--- src/hw/rtl/mlfq_pkg.sv ---
// mlfq_pkg: shared types and constants of the multilevel feedback scheduler
// no dependencies; used by the channel interfaces and every rtl module
`timescale 1ns / 1ps

package mlfq_pkg;

   localparam int ID_W    = 8;
   localparam int PRIO_W  = 8;
   localparam int BURST_W = 16;
   localparam int STAMP_W = 32;
   localparam int OUT_LEVEL_W = 2;

   // request kinds
   localparam logic MODE_TICK    = 1'b0;
   localparam logic MODE_ARRIVAL = 1'b1;

   // one request as it travels from front to back
   typedef struct packed {
      logic               mode;
      logic [ID_W-1:0]    process_id;
      logic [PRIO_W-1:0]  priority_req;
      logic [BURST_W-1:0] burst_ticks;
   } cmd_type;

   // handshake between the request queue and the scheduler engine
   typedef struct packed {
      logic    valid;
      cmd_type cmd;
   } cmd_chan_type;

endpackage

--- src/hw/rtl/mlfq_if.sv ---
// mlfq_req_if and mlfq_rsp_if: valid/ready channels of the scheduler
// depends on mlfq_pkg for the field widths
`timescale 1ns / 1ps

interface mlfq_req_if import mlfq_pkg::*; ();
   logic               valid;
   logic               ready;
   logic               mode;
   logic [ID_W-1:0]    process_id;
   logic [PRIO_W-1:0]  priority_req;
   logic [BURST_W-1:0] burst_ticks;

   modport source (output valid, mode, process_id, priority_req, burst_ticks,
                   input ready);
   modport sink (input valid, mode, process_id, priority_req, burst_ticks,
                 output ready);
endinterface

interface mlfq_rsp_if import mlfq_pkg::*; ();
   logic                   valid;
   logic                   ready;
   logic                   running_valid;
   logic [ID_W-1:0]        running_id;
   logic [OUT_LEVEL_W-1:0] running_level;
   logic                   dropped;

   modport source (output valid, running_valid, running_id, running_level,
                   dropped, input ready);
   modport sink (input valid, running_valid, running_id, running_level,
                 dropped, output ready);
endinterface

--- src/hw/rtl/mlfq_front.sv ---
// mlfq_front: accepts requests, classifies them and holds them in a
// two-entry queue for the engine; depends on mlfq_pkg and mlfq_req_if
`timescale 1ns / 1ps

module mlfq_front import mlfq_pkg::*; (
   input  logic       clock,
   input  logic       reset,
   mlfq_req_if.sink   req_chan,
   output cmd_chan_type cmd_out,
   input  logic       cmd_ready
);

   cmd_type    q_data_ff [2];
   logic       wr_ptr_ff, wr_ptr_in;
   logic       rd_ptr_ff, rd_ptr_in;
   logic [1:0] count_ff, count_in;
   logic       push, pop;
   cmd_type    cmd_new;

   // classify the incoming request
   always_comb begin
      cmd_new.mode         = req_chan.mode;
      cmd_new.process_id   = req_chan.process_id;
      cmd_new.priority_req = req_chan.priority_req;
      cmd_new.burst_ticks  = req_chan.burst_ticks;
   end

   assign req_chan.ready = (count_ff != 2'd2);
   assign push = req_chan.valid && req_chan.ready;
   assign pop  = cmd_out.valid && cmd_ready;

   assign cmd_out.valid = (count_ff != 2'd0);
   assign cmd_out.cmd   = q_data_ff[rd_ptr_ff];

   // queue pointers and fill count
   always_comb begin
      wr_ptr_in = push ? ~wr_ptr_ff : wr_ptr_ff;
      rd_ptr_in = pop ? ~rd_ptr_ff : rd_ptr_ff;
      count_in  = count_ff + 2'(push) - 2'(pop);
   end

   always_ff @(posedge clock) begin
      if (reset) begin
         wr_ptr_ff <= 1'b0;
         rd_ptr_ff <= 1'b0;
         count_ff  <= 2'd0;
      end else begin
         wr_ptr_ff <= wr_ptr_in;
         rd_ptr_ff <= rd_ptr_in;
         count_ff  <= count_in;
      end
   end

   // queue storage
   always_ff @(posedge clock) begin
      if (push) begin
         q_data_ff[wr_ptr_ff] <= cmd_new;
      end
   end

endmodule

--- src/hw/rtl/mlfq_back.sv ---
// mlfq_back: scheduler engine with the slot table, sequential scans for
// free slots and picks, and the result register; depends on mlfq_pkg
`timescale 1ns / 1ps

module mlfq_back import mlfq_pkg::*; #(
   parameter int NUM_SLOTS  = 16,
   parameter int NUM_LEVELS = 4
) (
   input  logic         clock,
   input  logic         reset,
   input  cmd_chan_type cmd_in,
   output logic         cmd_ready,
   mlfq_rsp_if.source   rsp_chan
);

   localparam int SW = (NUM_SLOTS > 1) ? $clog2(NUM_SLOTS) : 1;
   localparam int CW = $clog2(NUM_SLOTS + 1);
   localparam int LW = (NUM_LEVELS > 1) ? $clog2(NUM_LEVELS) : 1;
   localparam int TW = NUM_LEVELS;
   localparam logic [LW-1:0] TOP_LEVEL = LW'(NUM_LEVELS - 1);
   localparam logic [CW-1:0] SLOT_COUNT = CW'(NUM_SLOTS);
   localparam logic [CW-1:0] LAST_SLOT = CW'(NUM_SLOTS - 1);

   localparam logic [2:0] S_IDLE = 3'd0;
   localparam logic [2:0] S_ARR  = 3'd1;
   localparam logic [2:0] S_SCAN = 3'd2;
   localparam logic [2:0] S_PEND = 3'd3;
   localparam logic [2:0] S_LOAD = 3'd4;
   localparam logic [2:0] S_RUN  = 3'd5;
   localparam logic [2:0] S_OUT  = 3'd6;

   // slot table memory
   logic [LW-1:0]      mem_level [NUM_SLOTS];
   logic [PRIO_W-1:0]  mem_prio  [NUM_SLOTS];
   logic [BURST_W-1:0] mem_rem   [NUM_SLOTS];
   logic [ID_W-1:0]    mem_ident [NUM_SLOTS];
   logic [STAMP_W-1:0] mem_stamp [NUM_SLOTS];

   logic [LW-1:0]      rd_level_ff;
   logic [PRIO_W-1:0]  rd_prio_ff;
   logic [BURST_W-1:0] rd_rem_ff;
   logic [ID_W-1:0]    rd_ident_ff;
   logic [STAMP_W-1:0] rd_stamp_ff;

   logic [SW-1:0]      rd_addr, wr_addr;
   logic               we_all, we_pick, we_rem;
   logic [LW-1:0]      wd_level;
   logic [BURST_W-1:0] wd_rem;

   // control state
   logic [2:0]          state_ff, state_in;
   logic [NUM_SLOTS-1:0] valid_ff, valid_in;
   logic [STAMP_W-1:0]  stamp_ctr_ff, stamp_ctr_in;
   logic                run_active_ff, run_active_in;
   logic [SW-1:0]       run_slot_ff, run_slot_in;
   logic [LW-1:0]       run_level_ff, run_level_in;
   logic [TW-1:0]       run_ticks_ff, run_ticks_in;
   logic [BURST_W-1:0]  run_rem_ff, run_rem_in;
   logic [ID_W-1:0]     run_ident_ff, run_ident_in;
   cmd_type             cur_ff, cur_in;
   logic                drop_ff, drop_in;

   // scan registers
   logic [CW-1:0]       scan_idx_ff, scan_idx_in;
   logic                pend_ff, pend_in;
   logic [SW-1:0]       pend_idx_ff, pend_idx_in;
   logic                found_ff, found_in;
   logic [SW-1:0]       best_slot_ff, best_slot_in;
   logic [LW-1:0]       best_level_ff, best_level_in;
   logic [PRIO_W-1:0]   best_prio_ff, best_prio_in;
   logic [STAMP_W-1:0]  best_age_ff, best_age_in;

   // result register
   logic                out_valid_ff, out_valid_in;
   logic                out_run_ff, out_run_in;
   logic [ID_W-1:0]     out_id_ff, out_id_in;
   logic [OUT_LEVEL_W-1:0] out_level_ff, out_level_in;
   logic                out_drop_ff, out_drop_in;

   logic [STAMP_W-1:0]  cand_age;
   logic                cand_better;
   logic [TW-1:0]       quantum;
   logic                out_free;

   assign cmd_ready = (state_ff == S_IDLE);
   assign out_free  = !out_valid_ff || rsp_chan.ready;
   assign quantum   = TW'(1) << run_level_ff;

   // compare the entry read last cycle with the best so far
   assign cand_age = stamp_ctr_ff - rd_stamp_ff;
   always_comb begin
      cand_better = 1'b0;
      if (pend_ff && valid_ff[pend_idx_ff]) begin
         if (!found_ff || rd_level_ff < best_level_ff) begin
            cand_better = 1'b1;
         end else if (rd_level_ff == best_level_ff) begin
            if (rd_prio_ff > best_prio_ff) begin
               cand_better = 1'b1;
            end else if (rd_prio_ff == best_prio_ff && cand_age < best_age_ff) begin
               cand_better = 1'b1;
            end
         end
      end
   end

   // engine sequencer
   always_comb begin
      state_in      = state_ff;
      valid_in      = valid_ff;
      stamp_ctr_in  = stamp_ctr_ff;
      run_active_in = run_active_ff;
      run_slot_in   = run_slot_ff;
      run_level_in  = run_level_ff;
      run_ticks_in  = run_ticks_ff;
      run_rem_in    = run_rem_ff;
      run_ident_in  = run_ident_ff;
      cur_in        = cur_ff;
      drop_in       = drop_ff;
      scan_idx_in   = scan_idx_ff;
      pend_in       = 1'b0;
      pend_idx_in   = scan_idx_ff[SW-1:0];
      found_in      = found_ff;
      best_slot_in  = best_slot_ff;
      best_level_in = best_level_ff;
      best_prio_in  = best_prio_ff;
      best_age_in   = best_age_ff;
      out_valid_in  = out_valid_ff && !rsp_chan.ready;
      out_run_in    = out_run_ff;
      out_id_in     = out_id_ff;
      out_level_in  = out_level_ff;
      out_drop_in   = out_drop_ff;
      rd_addr       = scan_idx_ff[SW-1:0];
      wr_addr       = scan_idx_ff[SW-1:0];
      we_all        = 1'b0;
      we_pick       = 1'b0;
      we_rem        = 1'b0;
      wd_level      = '0;
      wd_rem        = cur_ff.burst_ticks;

      case (state_ff)
         S_IDLE: begin
            scan_idx_in = '0;
            found_in    = 1'b0;
            drop_in     = 1'b0;
            if (cmd_in.valid) begin
               cur_in = cmd_in.cmd;
               if (cmd_in.cmd.mode == MODE_ARRIVAL) begin
                  state_in = S_ARR;
               end else if (!run_active_ff) begin
                  state_in = S_SCAN;
               end else if (run_ticks_ff == quantum && run_rem_ff != '0 &&
                            run_level_ff != TOP_LEVEL) begin
                  state_in = S_SCAN;
               end else if (run_rem_ff == '0) begin
                  valid_in[run_slot_ff] = 1'b0;
                  state_in = S_SCAN;
               end else begin
                  state_in = S_RUN;
               end
            end
         end

         // look for the lowest free slot, one per cycle
         S_ARR: begin
            if (!valid_ff[scan_idx_ff[SW-1:0]]) begin
               we_all = 1'b1;
               valid_in[scan_idx_ff[SW-1:0]] = 1'b1;
               stamp_ctr_in = stamp_ctr_ff + STAMP_W'(1);
               state_in = S_OUT;
            end else if (scan_idx_ff == LAST_SLOT) begin
               drop_in  = 1'b1;
               state_in = S_OUT;
            end else begin
               scan_idx_in = scan_idx_ff + CW'(1);
            end
         end

         // read one slot per cycle and keep the best candidate
         S_SCAN: begin
            if (scan_idx_ff < SLOT_COUNT) begin
               pend_in     = 1'b1;
               scan_idx_in = scan_idx_ff + CW'(1);
            end else if (!pend_ff) begin
               state_in = S_PEND;
            end
            if (cand_better) begin
               found_in      = 1'b1;
               best_slot_in  = pend_idx_ff;
               best_level_in = rd_level_ff;
               best_prio_in  = rd_prio_ff;
               best_age_in   = cand_age;
            end
         end

         // commit the pick: demote it unless it is at the top level, and start reading its work
         S_PEND: begin
            rd_addr = best_slot_ff;
            wr_addr = best_slot_ff;
            run_active_in = found_ff;
            if (found_ff) begin
               run_slot_in  = best_slot_ff;
               run_level_in = best_level_ff;
               run_ticks_in = '0;
               if (best_level_ff != TOP_LEVEL) begin
                  we_pick      = 1'b1;
                  wd_level     = best_level_ff + LW'(1);
                  stamp_ctr_in = stamp_ctr_ff + STAMP_W'(1);
               end
               state_in = S_LOAD;
            end else begin
               state_in = S_OUT;
            end
         end

         S_LOAD: begin
            run_rem_in   = rd_rem_ff;
            run_ident_in = rd_ident_ff;
            state_in     = S_RUN;
         end

         // one tick of work on the running process
         S_RUN: begin
            wr_addr = run_slot_ff;
            if (run_rem_ff != '0) begin
               run_rem_in = run_rem_ff - BURST_W'(1);
               we_rem     = 1'b1;
               wd_rem     = run_rem_ff - BURST_W'(1);
            end
            if (run_ticks_ff != '1) begin
               run_ticks_in = run_ticks_ff + TW'(1);
            end
            state_in = S_OUT;
         end

         S_OUT: begin
            if (out_free) begin
               out_valid_in = 1'b1;
               out_run_in   = run_active_ff;
               out_id_in    = run_active_ff ? run_ident_ff : '0;
               out_level_in = run_active_ff ? OUT_LEVEL_W'(run_level_ff) : '0;
               out_drop_in  = drop_ff;
               state_in     = S_IDLE;
            end
         end

         default: begin
            state_in = S_IDLE;
         end
      endcase
   end

   always_ff @(posedge clock) begin
      if (reset) begin
         state_ff      <= S_IDLE;
         valid_ff      <= '0;
         stamp_ctr_ff  <= '0;
         run_active_ff <= 1'b0;
         run_slot_ff   <= '0;
         run_level_ff  <= '0;
         run_ticks_ff  <= '0;
         pend_ff       <= 1'b0;
         found_ff      <= 1'b0;
         out_valid_ff  <= 1'b0;
      end else begin
         state_ff      <= state_in;
         valid_ff      <= valid_in;
         stamp_ctr_ff  <= stamp_ctr_in;
         run_active_ff <= run_active_in;
         run_slot_ff   <= run_slot_in;
         run_level_ff  <= run_level_in;
         run_ticks_ff  <= run_ticks_in;
         pend_ff       <= pend_in;
         found_ff      <= found_in;
         out_valid_ff  <= out_valid_in;
      end
   end

   // payload registers
   always_ff @(posedge clock) begin
      run_rem_ff    <= run_rem_in;
      run_ident_ff  <= run_ident_in;
      cur_ff        <= cur_in;
      drop_ff       <= drop_in;
      scan_idx_ff   <= scan_idx_in;
      pend_idx_ff   <= pend_idx_in;
      best_slot_ff  <= best_slot_in;
      best_level_ff <= best_level_in;
      best_prio_ff  <= best_prio_in;
      best_age_ff   <= best_age_in;
      out_run_ff    <= out_run_in;
      out_id_ff     <= out_id_in;
      out_level_ff  <= out_level_in;
      out_drop_ff   <= out_drop_in;
   end

   // slot table: one write port, one registered read port
   always_ff @(posedge clock) begin
      if (we_all) begin
         mem_level[wr_addr] <= '0;
         mem_prio[wr_addr]  <= cur_ff.priority_req;
         mem_rem[wr_addr]   <= wd_rem;
         mem_ident[wr_addr] <= cur_ff.process_id;
         mem_stamp[wr_addr] <= stamp_ctr_ff;
      end
      if (we_pick) begin
         mem_level[wr_addr] <= wd_level;
         mem_stamp[wr_addr] <= stamp_ctr_ff;
      end
      if (we_rem) begin
         mem_rem[wr_addr] <= wd_rem;
      end
      rd_level_ff <= mem_level[rd_addr];
      rd_prio_ff  <= mem_prio[rd_addr];
      rd_rem_ff   <= mem_rem[rd_addr];
      rd_ident_ff <= mem_ident[rd_addr];
      rd_stamp_ff <= mem_stamp[rd_addr];
   end

   assign rsp_chan.valid         = out_valid_ff;
   assign rsp_chan.running_valid = out_run_ff;
   assign rsp_chan.running_id    = out_id_ff;
   assign rsp_chan.running_level = out_level_ff;
   assign rsp_chan.dropped       = out_drop_ff;

endmodule

--- src/hw/rtl/multilevel_feedback_scheduler_core.sv ---
// Multilevel feedback scheduler over NUM_SLOTS process slots and NUM_LEVELS
// levels. Each request (a tick or an arrival) yields exactly one response in
// order. A front queue of two requests lets the sender run ahead while the
// engine works. An arrival searches for a free slot, one slot per cycle; a
// tick that keeps the current process needs no scan, and a tick that picks
// runs the pick scan, which reads one table entry per cycle through the
// single read port of the slot table.
// No clearing pass follows reset.
// Depends on mlfq_pkg, the channel interfaces, mlfq_front and mlfq_back.
`timescale 1ns / 1ps

module multilevel_feedback_scheduler_core import mlfq_pkg::*; #(
   parameter int NUM_SLOTS  = 16,
   parameter int NUM_LEVELS = 4
) (
   input  logic       clock,
   input  logic       reset,
   mlfq_req_if.sink   req_chan,
   mlfq_rsp_if.source rsp_chan
);

   cmd_chan_type cmd_chan;
   logic         cmd_ready;

   // request intake and queue
   mlfq_front u_front (
      .clock     (clock),
      .reset     (reset),
      .req_chan  (req_chan),
      .cmd_out   (cmd_chan),
      .cmd_ready (cmd_ready)
   );

   // scheduling engine
   mlfq_back #(
      .NUM_SLOTS  (NUM_SLOTS),
      .NUM_LEVELS (NUM_LEVELS)
   ) u_back (
      .clock     (clock),
      .reset     (reset),
      .cmd_in    (cmd_chan),
      .cmd_ready (cmd_ready),
      .rsp_chan  (rsp_chan)
   );

endmodule

--- src/flat_wrapper.sv ---
// flat-port wrapper written by rule: the top's interface ports become plain ports
module multilevel_feedback_scheduler_core_flat import mlfq_pkg::*;
#(
   parameter int NUM_SLOTS  = 16,
   parameter int NUM_LEVELS = 4
)
  (clock, reset, req_chan_valid, req_chan_mode, req_chan_process_id, req_chan_priority_req, req_chan_burst_ticks, req_chan_ready, rsp_chan_valid, rsp_chan_running_valid, rsp_chan_running_id, rsp_chan_running_level, rsp_chan_dropped, rsp_chan_ready);
  mlfq_req_if req_chan_i ();
  mlfq_rsp_if rsp_chan_i ();
  input  logic clock;
  input  logic reset;
  input wire logic [$bits(req_chan_i.valid)-1:0] req_chan_valid;
  input wire logic [$bits(req_chan_i.mode)-1:0] req_chan_mode;
  input wire logic [$bits(req_chan_i.process_id)-1:0] req_chan_process_id;
  input wire logic [$bits(req_chan_i.priority_req)-1:0] req_chan_priority_req;
  input wire logic [$bits(req_chan_i.burst_ticks)-1:0] req_chan_burst_ticks;
  output wire logic [$bits(req_chan_i.ready)-1:0] req_chan_ready;
  output wire logic [$bits(rsp_chan_i.valid)-1:0] rsp_chan_valid;
  output wire logic [$bits(rsp_chan_i.running_valid)-1:0] rsp_chan_running_valid;
  output wire logic [$bits(rsp_chan_i.running_id)-1:0] rsp_chan_running_id;
  output wire logic [$bits(rsp_chan_i.running_level)-1:0] rsp_chan_running_level;
  output wire logic [$bits(rsp_chan_i.dropped)-1:0] rsp_chan_dropped;
  input wire logic [$bits(rsp_chan_i.ready)-1:0] rsp_chan_ready;
  assign req_chan_i.valid = req_chan_valid;
  assign req_chan_i.mode = req_chan_mode;
  assign req_chan_i.process_id = req_chan_process_id;
  assign req_chan_i.priority_req = req_chan_priority_req;
  assign req_chan_i.burst_ticks = req_chan_burst_ticks;
  assign req_chan_ready = req_chan_i.ready;
  assign rsp_chan_valid = rsp_chan_i.valid;
  assign rsp_chan_running_valid = rsp_chan_i.running_valid;
  assign rsp_chan_running_id = rsp_chan_i.running_id;
  assign rsp_chan_running_level = rsp_chan_i.running_level;
  assign rsp_chan_dropped = rsp_chan_i.dropped;
  assign rsp_chan_i.ready = rsp_chan_ready;
  multilevel_feedback_scheduler_core #(.NUM_SLOTS(NUM_SLOTS), .NUM_LEVELS(NUM_LEVELS)) u_core (.clock(clock), .reset(reset), .req_chan(req_chan_i), .rsp_chan(rsp_chan_i));
endmodule
--- config.mk ---
export PLATFORM = sky130hd
export DESIGN_NAME = multilevel_feedback_scheduler_core_flat
export DESIGN_NICKNAME = d
export VERILOG_FILES = /design/src/hw/rtl/mlfq_pkg.sv /design/src/hw/rtl/mlfq_if.sv /design/src/hw/rtl/mlfq_front.sv /design/src/hw/rtl/mlfq_back.sv /design/src/hw/rtl/multilevel_feedback_scheduler_core.sv /design/src/flat_wrapper.sv
export SDC_FILE = /design/constraint.sdc
export NUM_CORES = 2
export LEC_CHECK = 0
export BUFFER_PORTS_ARGS = -buffer_cell sky130_fd_sc_hd__buf_2
export CORE_ASPECT_RATIO = 1.25
export CORE_UTILIZATION = 60
export CTS_CLUSTER_DIAMETER = 40
export CTS_CLUSTER_SIZE = 16
export DETAILED_ROUTE_END_ITERATION = 7
export GPL_TIMING_DRIVEN = 0
export PLACE_DENSITY = 0.86
export SETUP_SLACK_MARGIN = 0.2
export SLEW_MARGIN = 20
export SYNTH_ARGS = -nofsm -noshare
export SYNTH_HDL_FRONTEND = slang
export SYNTH_SLANG_ARGS = --single-unit
--- constraint.sdc ---
create_clock -name clock -period 6.3 [get_ports clock]
set_input_delay 0.63 -clock clock [delete_from_list [all_inputs] [get_ports clock]]
set_output_delay 0.63 -clock clock [all_outputs]
set_load 0.01 [all_outputs]
After elaboration in Yosys (flattened, before gate mapping)
Memory sizes are Yosys's and may differ from the RTL's. A register that Yosys moved wholly into a read port is not among the register bits.
Index checks and enable logic that the tools add are counted.
{"block": "classes", "add_sub_neg": 8, "n_mul": 0, "div": 0, "n_lt_le_gt_ge": 9, "n_eq_ne": 33, "shifts": 1, "mux": 80, "n_bitwise": 9, "n_reduce_logical": 37}
{"op": "16-bit two-way mux", "n": 10}
{"op": "32-bit two-way mux", "n": 4}
{"op": "16-bit case mux with 2 select lines", "n": 2}
{"op": "32-bit case mux with 2 select lines", "n": 1}
{"op": "2-bit inequality test (second input constant)", "n": 21}
{"op": "32-bit by 1-bit adder with 32-bit output (second input constant)", "n": 1}
{"op": "32-bit less-than comparator", "n": 1}
{"op": "1-bit two-way mux", "n": 32}
{"op": "32-bit subtractor", "n": 1}
{"op": "3-bit two-way mux", "n": 10}
{"op": "3-bit case mux with 7 select lines", "n": 1}
{"op": "16-bit AND", "n": 1}
{"op": "16-bit zero test", "n": 1}
{"op": "16-bit NOT", "n": 1}
{"op": "16-bit OR", "n": 1}
{"op": "4-bit case mux with 2 select lines", "n": 2}
{"op": "16-bit nonzero test", "n": 1}
{"op": "16-bit by 1-bit subtractor with 16-bit output (second input constant)", "n": 1}
{"op": "4-bit by 5-bit less-than comparator with 1-bit output (second input constant)", "n": 3}
{"op": "5-bit two-way mux", "n": 3}
{"op": "5-bit case mux with 3 select lines", "n": 1}
{"op": "4-bit two-way mux", "n": 3}
{"op": "2-bit AND reduction", "n": 6}
{"op": "2-bit nonzero test", "n": 6}
{"op": "other kinds (35)", "n": 63}
{"block": "word_totals", "regBits": 193, "latchBits": 0, "ramBits": 1122, "romBits": 0, "input_bits": 37, "output_inout_bits": 14, "wordCells": 212, "memories": 6}
{"name": "u_core.u_back.mem_stamp", "depth": 16, "word_bits": 32, "rd": 1, "rd_clocked_by_memory_dff": 1, "write_ports": 1, "line": "mlfq_back.sv:37", "source": "logic [STAMP_W-1:0] mem_stamp [NUM_SLOTS];"}
{"name": "u_core.u_back.mem_rem", "depth": 16, "word_bits": 16, "rd": 1, "rd_clocked_by_memory_dff": 1, "write_ports": 1, "line": "mlfq_back.sv:35", "source": "logic [BURST_W-1:0] mem_rem [NUM_SLOTS];"}
{"name": "u_core.u_back.mem_ident", "depth": 16, "word_bits": 8, "rd": 1, "rd_clocked_by_memory_dff": 1, "write_ports": 1, "line": "mlfq_back.sv:36", "source": "logic [ID_W-1:0] mem_ident [NUM_SLOTS];"}
{"name": "u_core.u_back.mem_prio", "depth": 16, "word_bits": 8, "rd": 1, "rd_clocked_by_memory_dff": 1, "write_ports": 1, "line": "mlfq_back.sv:34", "source": "logic [PRIO_W-1:0] mem_prio [NUM_SLOTS];"}
{"name": "u_core.u_front.q_data_ff", "depth": 2, "word_bits": 33, "rd": 1, "rd_clocked_by_memory_dff": 1, "write_ports": 1, "line": "mlfq_front.sv:13", "source": "cmd_type q_data_ff [2];"}
{"name": "u_core.u_back.mem_level", "depth": 16, "word_bits": 2, "rd": 1, "rd_clocked_by_memory_dff": 1, "write_ports": 1, "line": "mlfq_back.sv:33", "source": "logic [LW-1:0] mem_level [NUM_SLOTS];"}

Longest topological paths before layout
{"block": "logic_depth", "depth_word": 12, "ltp_mapped": 22, "depth_no_buf": 22}

Cells and area by module
From an unflattened synthesis, not the netlist that was laid out.
{"block": "hier_totals", "cells_unflattened": 3071, "hier_area_um2": 54768.8}
{"module": "mlfq_back", "n_inst": 1, "cells_each": 2944, "area_per_inst_um2": 52019.9, "seq_area_each_um2": 38016.5}
{"module": "mlfq_front", "n_inst": 1, "cells_each": 127, "area_per_inst_um2": 2748.9, "seq_area_each_um2": 2082.0}

Worst setup path after synthesis
No wires, ideal clock.
{"block": "synth_timing", "path_type": "register to register", "from": "register u_core.u_back.stamp_ctr_ff[10]", "to": "register u_core.u_back.best_age_ff[0], enable pin", "setup_ps": 412, "arrival_time_ps": 5032, "t_required_ps": 5888, "slack_ps": 856, "stages_incl_launch_ff": 22, "n_path_buf": 1, "period_less_slack_ps": 5444, "path_cell_list": "dfxtp_1 -> ha_1 -> clkbuf_1 -> a21o_1 -> o21bai_1 -> a32oi_1 -> o211ai_1 -> o31ai_1 -> a21oi_1 -> a21o_1 -> a21oi_1 -> xnor2_1 -> ha_1 -> a21o_1 -> a21oi_1 -> nor2b_1 -> o21ai_0 -> nand2b_1 -> a21oi_1 -> o21ai_0 -> nor3_1 -> o41a_1"}
{"block": "synth_via", "elab_chain_cells": 9}
{"element": "from (decl)", "line": "mlfq_back.sv:53", "source": "logic [STAMP_W-1:0] stamp_ctr_ff, stamp_ctr_in;"}
{"element": "from (signal assigned)", "line": "mlfq_back.sv:267", "source": "stamp_ctr_ff <= stamp_ctr_in;"}
{"element": "32-bit subtractor", "line": "mlfq_back.sv:90", "source": "assign cand_age = stamp_ctr_ff - rd_stamp_ff;"}
{"element": "via u_core.u_back.cand_age[25]", "line": "mlfq_back.sv:80", "source": "logic [STAMP_W-1:0] cand_age;"}
{"element": "32-bit less-than comparator", "line": "mlfq_back.sv:99", "source": "end else if (rd_prio_ff == best_prio_ff && cand_age < best_age_ff) begin"}
{"element": "1-bit logical AND", "line": "mlfq_back.sv:99"}
{"element": "1-bit two-way mux", "line": "mlfq_back.sv:99"}
{"element": "1-bit two-way mux", "line": "mlfq_back.sv:97", "source": "if (rd_prio_ff > best_prio_ff) begin"}
{"element": "1-bit two-way mux", "line": "mlfq_back.sv:96", "source": "end else if (rd_level_ff == best_level_ff) begin"}
{"element": "1-bit two-way mux", "line": "mlfq_back.sv:94", "source": "if (!found_ff || rd_level_ff < best_level_ff) begin"}
{"element": "1-bit two-way mux", "line": "mlfq_back.sv:93", "source": "if (pend_ff && valid_ff[pend_idx_ff]) begin"}
{"element": "2-bit AND reduction (no source line)"}
{"element": "to (signal assigned)", "line": "mlfq_back.sv:289", "source": "best_age_ff <= best_age_in;"}
{"element": "to (decl)", "line": "mlfq_back.sv:71", "source": "logic [STAMP_W-1:0] best_age_ff, best_age_in;"}
The timed path passes the listed nets, and every way through them passes these cells.
A chain may end at the register's enable or synchronous reset.

Worst setup path after layout
{"block": "layout_timing", "from": "register u_core.u_back.stamp_ctr_ff[5]", "to": "register u_core.u_back.best_prio_ff[3], enable pin"}
{"block": "layout_via", "elab_chain_cells": 9}
{"element": "32-bit subtractor", "line": "mlfq_back.sv:90"}
{"element": "via u_core.u_back.cand_age[25]", "line": "mlfq_back.sv:80"}
{"element": "32-bit less-than comparator", "line": "mlfq_back.sv:99"}
{"element": "1-bit logical AND", "line": "mlfq_back.sv:99"}
{"element": "1-bit two-way mux", "line": "mlfq_back.sv:99"}
{"element": "1-bit two-way mux", "line": "mlfq_back.sv:97"}
{"element": "1-bit two-way mux", "line": "mlfq_back.sv:96"}
{"element": "1-bit two-way mux", "line": "mlfq_back.sv:94"}
{"element": "1-bit two-way mux", "line": "mlfq_back.sv:93"}
{"element": "2-bit AND reduction (no source line)"}
{"element": "to (signal assigned)", "line": "mlfq_back.sv:288", "source": "best_prio_ff <= best_prio_in;"}
{"element": "to (decl)", "line": "mlfq_back.sv:70", "source": "logic [PRIO_W-1:0] best_prio_ff, best_prio_in;"}
The timed path passes the listed nets, and every way through them passes these cells.

==> results.py <==
metrics = {
    "floorplanning": {
        "rows": 123,
        "die_w_um": 272,
        "core_um2": 90000,
        "start_util_pct": 60.7,
        "die_h_um": 339,
        "die_area_um2": 92300,
        "ioPinCount": 51,
    },
    "synthesis": {
        "syn_nets": 3173,
        "yosysWarningCount": 0,
        "netlist_instances": 3052,
        "async_reset_ff_share_pct": 0,
        "synth_area_um2": 54600,
        "synth_area_leaders": "edfxtp_1, mux4_2, dfxtp_1",
        "ys.flop_type": "edfxtp_1",
        "synth_seq_cells": 1382,
        "synth_top_area_cell": "edfxtp_1",
        "ys_seq_area_share_pct": 73.4,
        "synth_top_area_share_pct": 68.3,
        "synth.distinct_cells": 66,
        "synth_edf_count": 1242,
        "syn_avg_cell_area_um2": 17.9,
    },
    "sta": {
        "hold_viol": 0,
        "fin_skew_ps": 27.8,
        "max_freq_mhz": 169,
        "timing.hold.ws_ps": 77.4,
        "fin_crit_sh_pct": 94.1,
        "tns_ps": 0,
        "worst_slew_pin_slew_ps": 1380,
        "slew_violations": 0,
        "slew_headroom_pct": 8.18,
        "period_needed_ps": 5930,
        "setup_viol": 0,
        "grt_setup_unrepaired": "false",
    },
    "pwr": {
        "cellPowerDensity_nw_per_um2": 409,
        "p_comb_share_pct": 24.4,
        "seqPwrFrac_pct": 46.1,
        "internal-power_uw": 17500,
        "clockPowerShare_pct": 29.5,
        "power.switching_uw": 7860,
        "total_leakage_power_uw": 0.0213,
        "total_power_uw": 25400,
        "swShare_pct": 30.9,
        "irDropWorstVdd_uv": 349,
    },
    "hold_path": {
        "hp-class": "in2reg",
    },
    "placement": {
        "dp_hpwl_um": 89600,
        "io_buffer_count": 49,
        "place_area_um2": 58000,
        "finalWeightedCongestion": 0.919,
    },
    "run": {
        "drv_cap": 0,
    },
    "clocking": {
        "worstSkewPairLatency_ps": 740,
        "cts_root_buffer": "clkbuf_16",
        "cts_buffers": 118,
        "clockBufferDepth": 3,
        "clkSinkCount": 1382,
        "cts_tree": "built",
        "htreeDepth": 3,
        "clk_pin_slew_worst_paths_ps": 70,
    },
    "detailed_routing": {
        "drc_errors": 0,
        "postRouteAntennaNets": 0,
        "viasPerCell": 6.90,
        "dr.pass1.iters": 7,
        "drt_iter0_markers": 4666,
        "via_count": 32300,
        "wl_per_cell_um": 30.9,
        "drt-total-wl_um": 145000,
    },
    "layout": {
        "area_growth_pct": 13.7,
        "fin_area_um2": 62100,
        "final_layout_size_suffix_gt1_share_pct": 23.9,
        "final_nets": 3501,
    },
    "critical_path": {
        "path_max_fanout": 20,
        "crit_slowest_cell": "dfxtp_1",
        "path_buf_inv": 3,
        "cp.required_ps": 6730,
        "r2r_setup_slack_ps": 370,
        "cp_cell_sequence": "ha_1 > o21ai_0 > a21oi_1 > o21ai_0 > o211ai_1 > buf_4 > o31ai_2 > a21oi_1 > a21o_1 > a21oi_1 > xnor2_1 > ha_1 > a21o_1 > a21oi_1 > nor2b_1 > o21ai_0 > nand2b_1 > a21oi_1 > o21ai_1 > nor3_4 > buf_12 > o41a_2 > buf_4",
        "path_class": "reg2reg",
        "cpLargestDelayFamily": "compound AO/OA/AOI/OAI gates",
        "cpPeakStageDelay_ps": 840,
        "start_kind": "flop",
        "endpoint_kind": "flop",
        "crit_path_frequent_cell": "a21oi_1",
        "worstPathArrival_ps": 6360,
    },
    "global_routing": {
        "grt_remaining_overflow": 0,
        "grt_max_degree": 27,
        "grt_pass1_wl_um": 210000,
        "grt_util_all_layers_pct": 31.5,
        "antenna_found_initial": 5,
        "grt_pass1_vias": 32800,
    },
    "outcome": {
        "status": "complete, no violations",
    },
}
[cells in the mapped netlist (70+ instances only)]
library cell  number
edfxtp_1        1242
mux4_2           273
nand2_1          219
dfxtp_1          140
clkbuf_1          98
inv_1             98
nor2_1            93
ha_1              83
and2_1            82
a211oi_1          76
a21oi_1           76
a31oi_1           70
[worst reg2reg max path, stage by stage (launching register included)]
cell and delay (ps):
dfxtp_1 840, ha_1 430, o21ai_0 190, a21oi_1 80, o21ai_0 170, o211ai_1 140
buf_4 170, o31ai_2 470, a21oi_1 220, a21o_1 220, a21oi_1 190, xnor2_1 190
ha_1 310, a21o_1 180, a21oi_1 170, nor2b_1 70, o21ai_0 220, nand2b_1 80
a21oi_1 150, o21ai_1 180, nor3_4 260, buf_12 160, o41a_2 280, buf_4 250
[power by group through the flow]
stage,clock (uW),sequential [uW],combinational (uW)
after floorplan,0,11600,3920
after global placement,0,11800,5350
after detailed placement,0,11800,5810
after CTS,7480,11700,6030
after global routing,7800,11700,6460
final,7480,11700,6200
[routing by layer]
metal	part of all wire [%]	vias to the layer above	global-route usage, %
met3	11	753	7.56
met2	50	2853	52.9
li1	-	12700	-
met4	7.4	2	20.6
met5	0.010	-	0.258
met1	31	15900	36.0
[stage by stage]
step / setup slack [ps] / instances / util (%)
6_report: 373 / 4677 / 69.0
5_1_grt: 212 / 4673 / 69.0
4_1_cts: 211 / 4670 / 68.9
3_5_place_dp: -973 / 4441 / 64.4
3_3_place_gp: -2040 / 4288 / 62.6
2_1_floorplan: 856 / 3052 / -
[flip-flops by register name (all words and copies together), names as in the netlist, 32 cells and up, named ones only]
| signal | flops |
|---|---|
| u_core.u_back.mem_stamp | 512 |
| u_core.u_back.mem_rem | 256 |
| u_core.u_back.mem_ident | 128 |
| u_core.u_back.mem_prio | 128 |
| u_core.u_front.q_data_ff | 66 |
| u_core.u_back.best_age_ff | 32 |
| u_core.u_back.cur_ff | 32 |
| u_core.u_back.mem_level | 32 |
| u_core.u_back.rd_stamp_ff | 32 |
| u_core.u_back.stamp_ctr_ff | 32 |
[worst paths after layout]
check | start | to | cells past startpoint
worst max register to register | u_core.u_back.stamp_ctr_ff[5] | u_core.u_back.best_prio_ff[3] | 23
worst max-delay path | u_core.u_back.stamp_ctr_ff[5] | u_core.u_back.best_prio_ff[3] | 23
worst min register to register | u_core.u_back.rd_ident_ff[4] | u_core.u_back.run_ident_ff[4] | 0
worst min-delay path | req_chan_burst_ticks[10] | u_core.u_front.q_data_ff[0][10] | 1
[area by class of cell]
cell class	instances	area [um2]
flip-flops and latches	1382	40100
fillers	4977	27900
multi-input cells	1423	13900
clock buffers	160	3210
repair buffers	207	1610
well taps	1187	1490
clock inverters	66	779
plain buffers	150	623
inverters	98	368
diodes	4	10.0
[timing repair]
action	in CTS	in global routing
gates resized for setup	11	13
pin swaps	2	2
gates cloned	1	0
hold buffers	0	0
setup buffers	2	3
endpoints found under the setup margin	46	46
[logic make-up after synthesis]
family          count (synthesis)  synth area share [%]
flops                        1382                  73.4
simple gates                  597                  5.33
compound gates                351                  4.24
mux                           310                  12.0
buf+inv                       248                  1.80
fa+ha+maj                      84                  1.94
xor+xnor                       80                  1.28
[cells in the final DEF (no fill, tap or decap), types with 47 or more instances in the layout]
cell	n
a21oi_1	73
nor2_1	91
buf_4	129
nand2_1	219
clkbuf_16	119
a31oi_1	70
nor3_2	47
mux4_2	273
inv_1	98
buf_2	84
and2_1	82
edfxtp_1	1242
dfxtp_1	127
a211oi_1	75
clkbuf_1	127
ha_1	83
(Power assumes the default switching activity.)
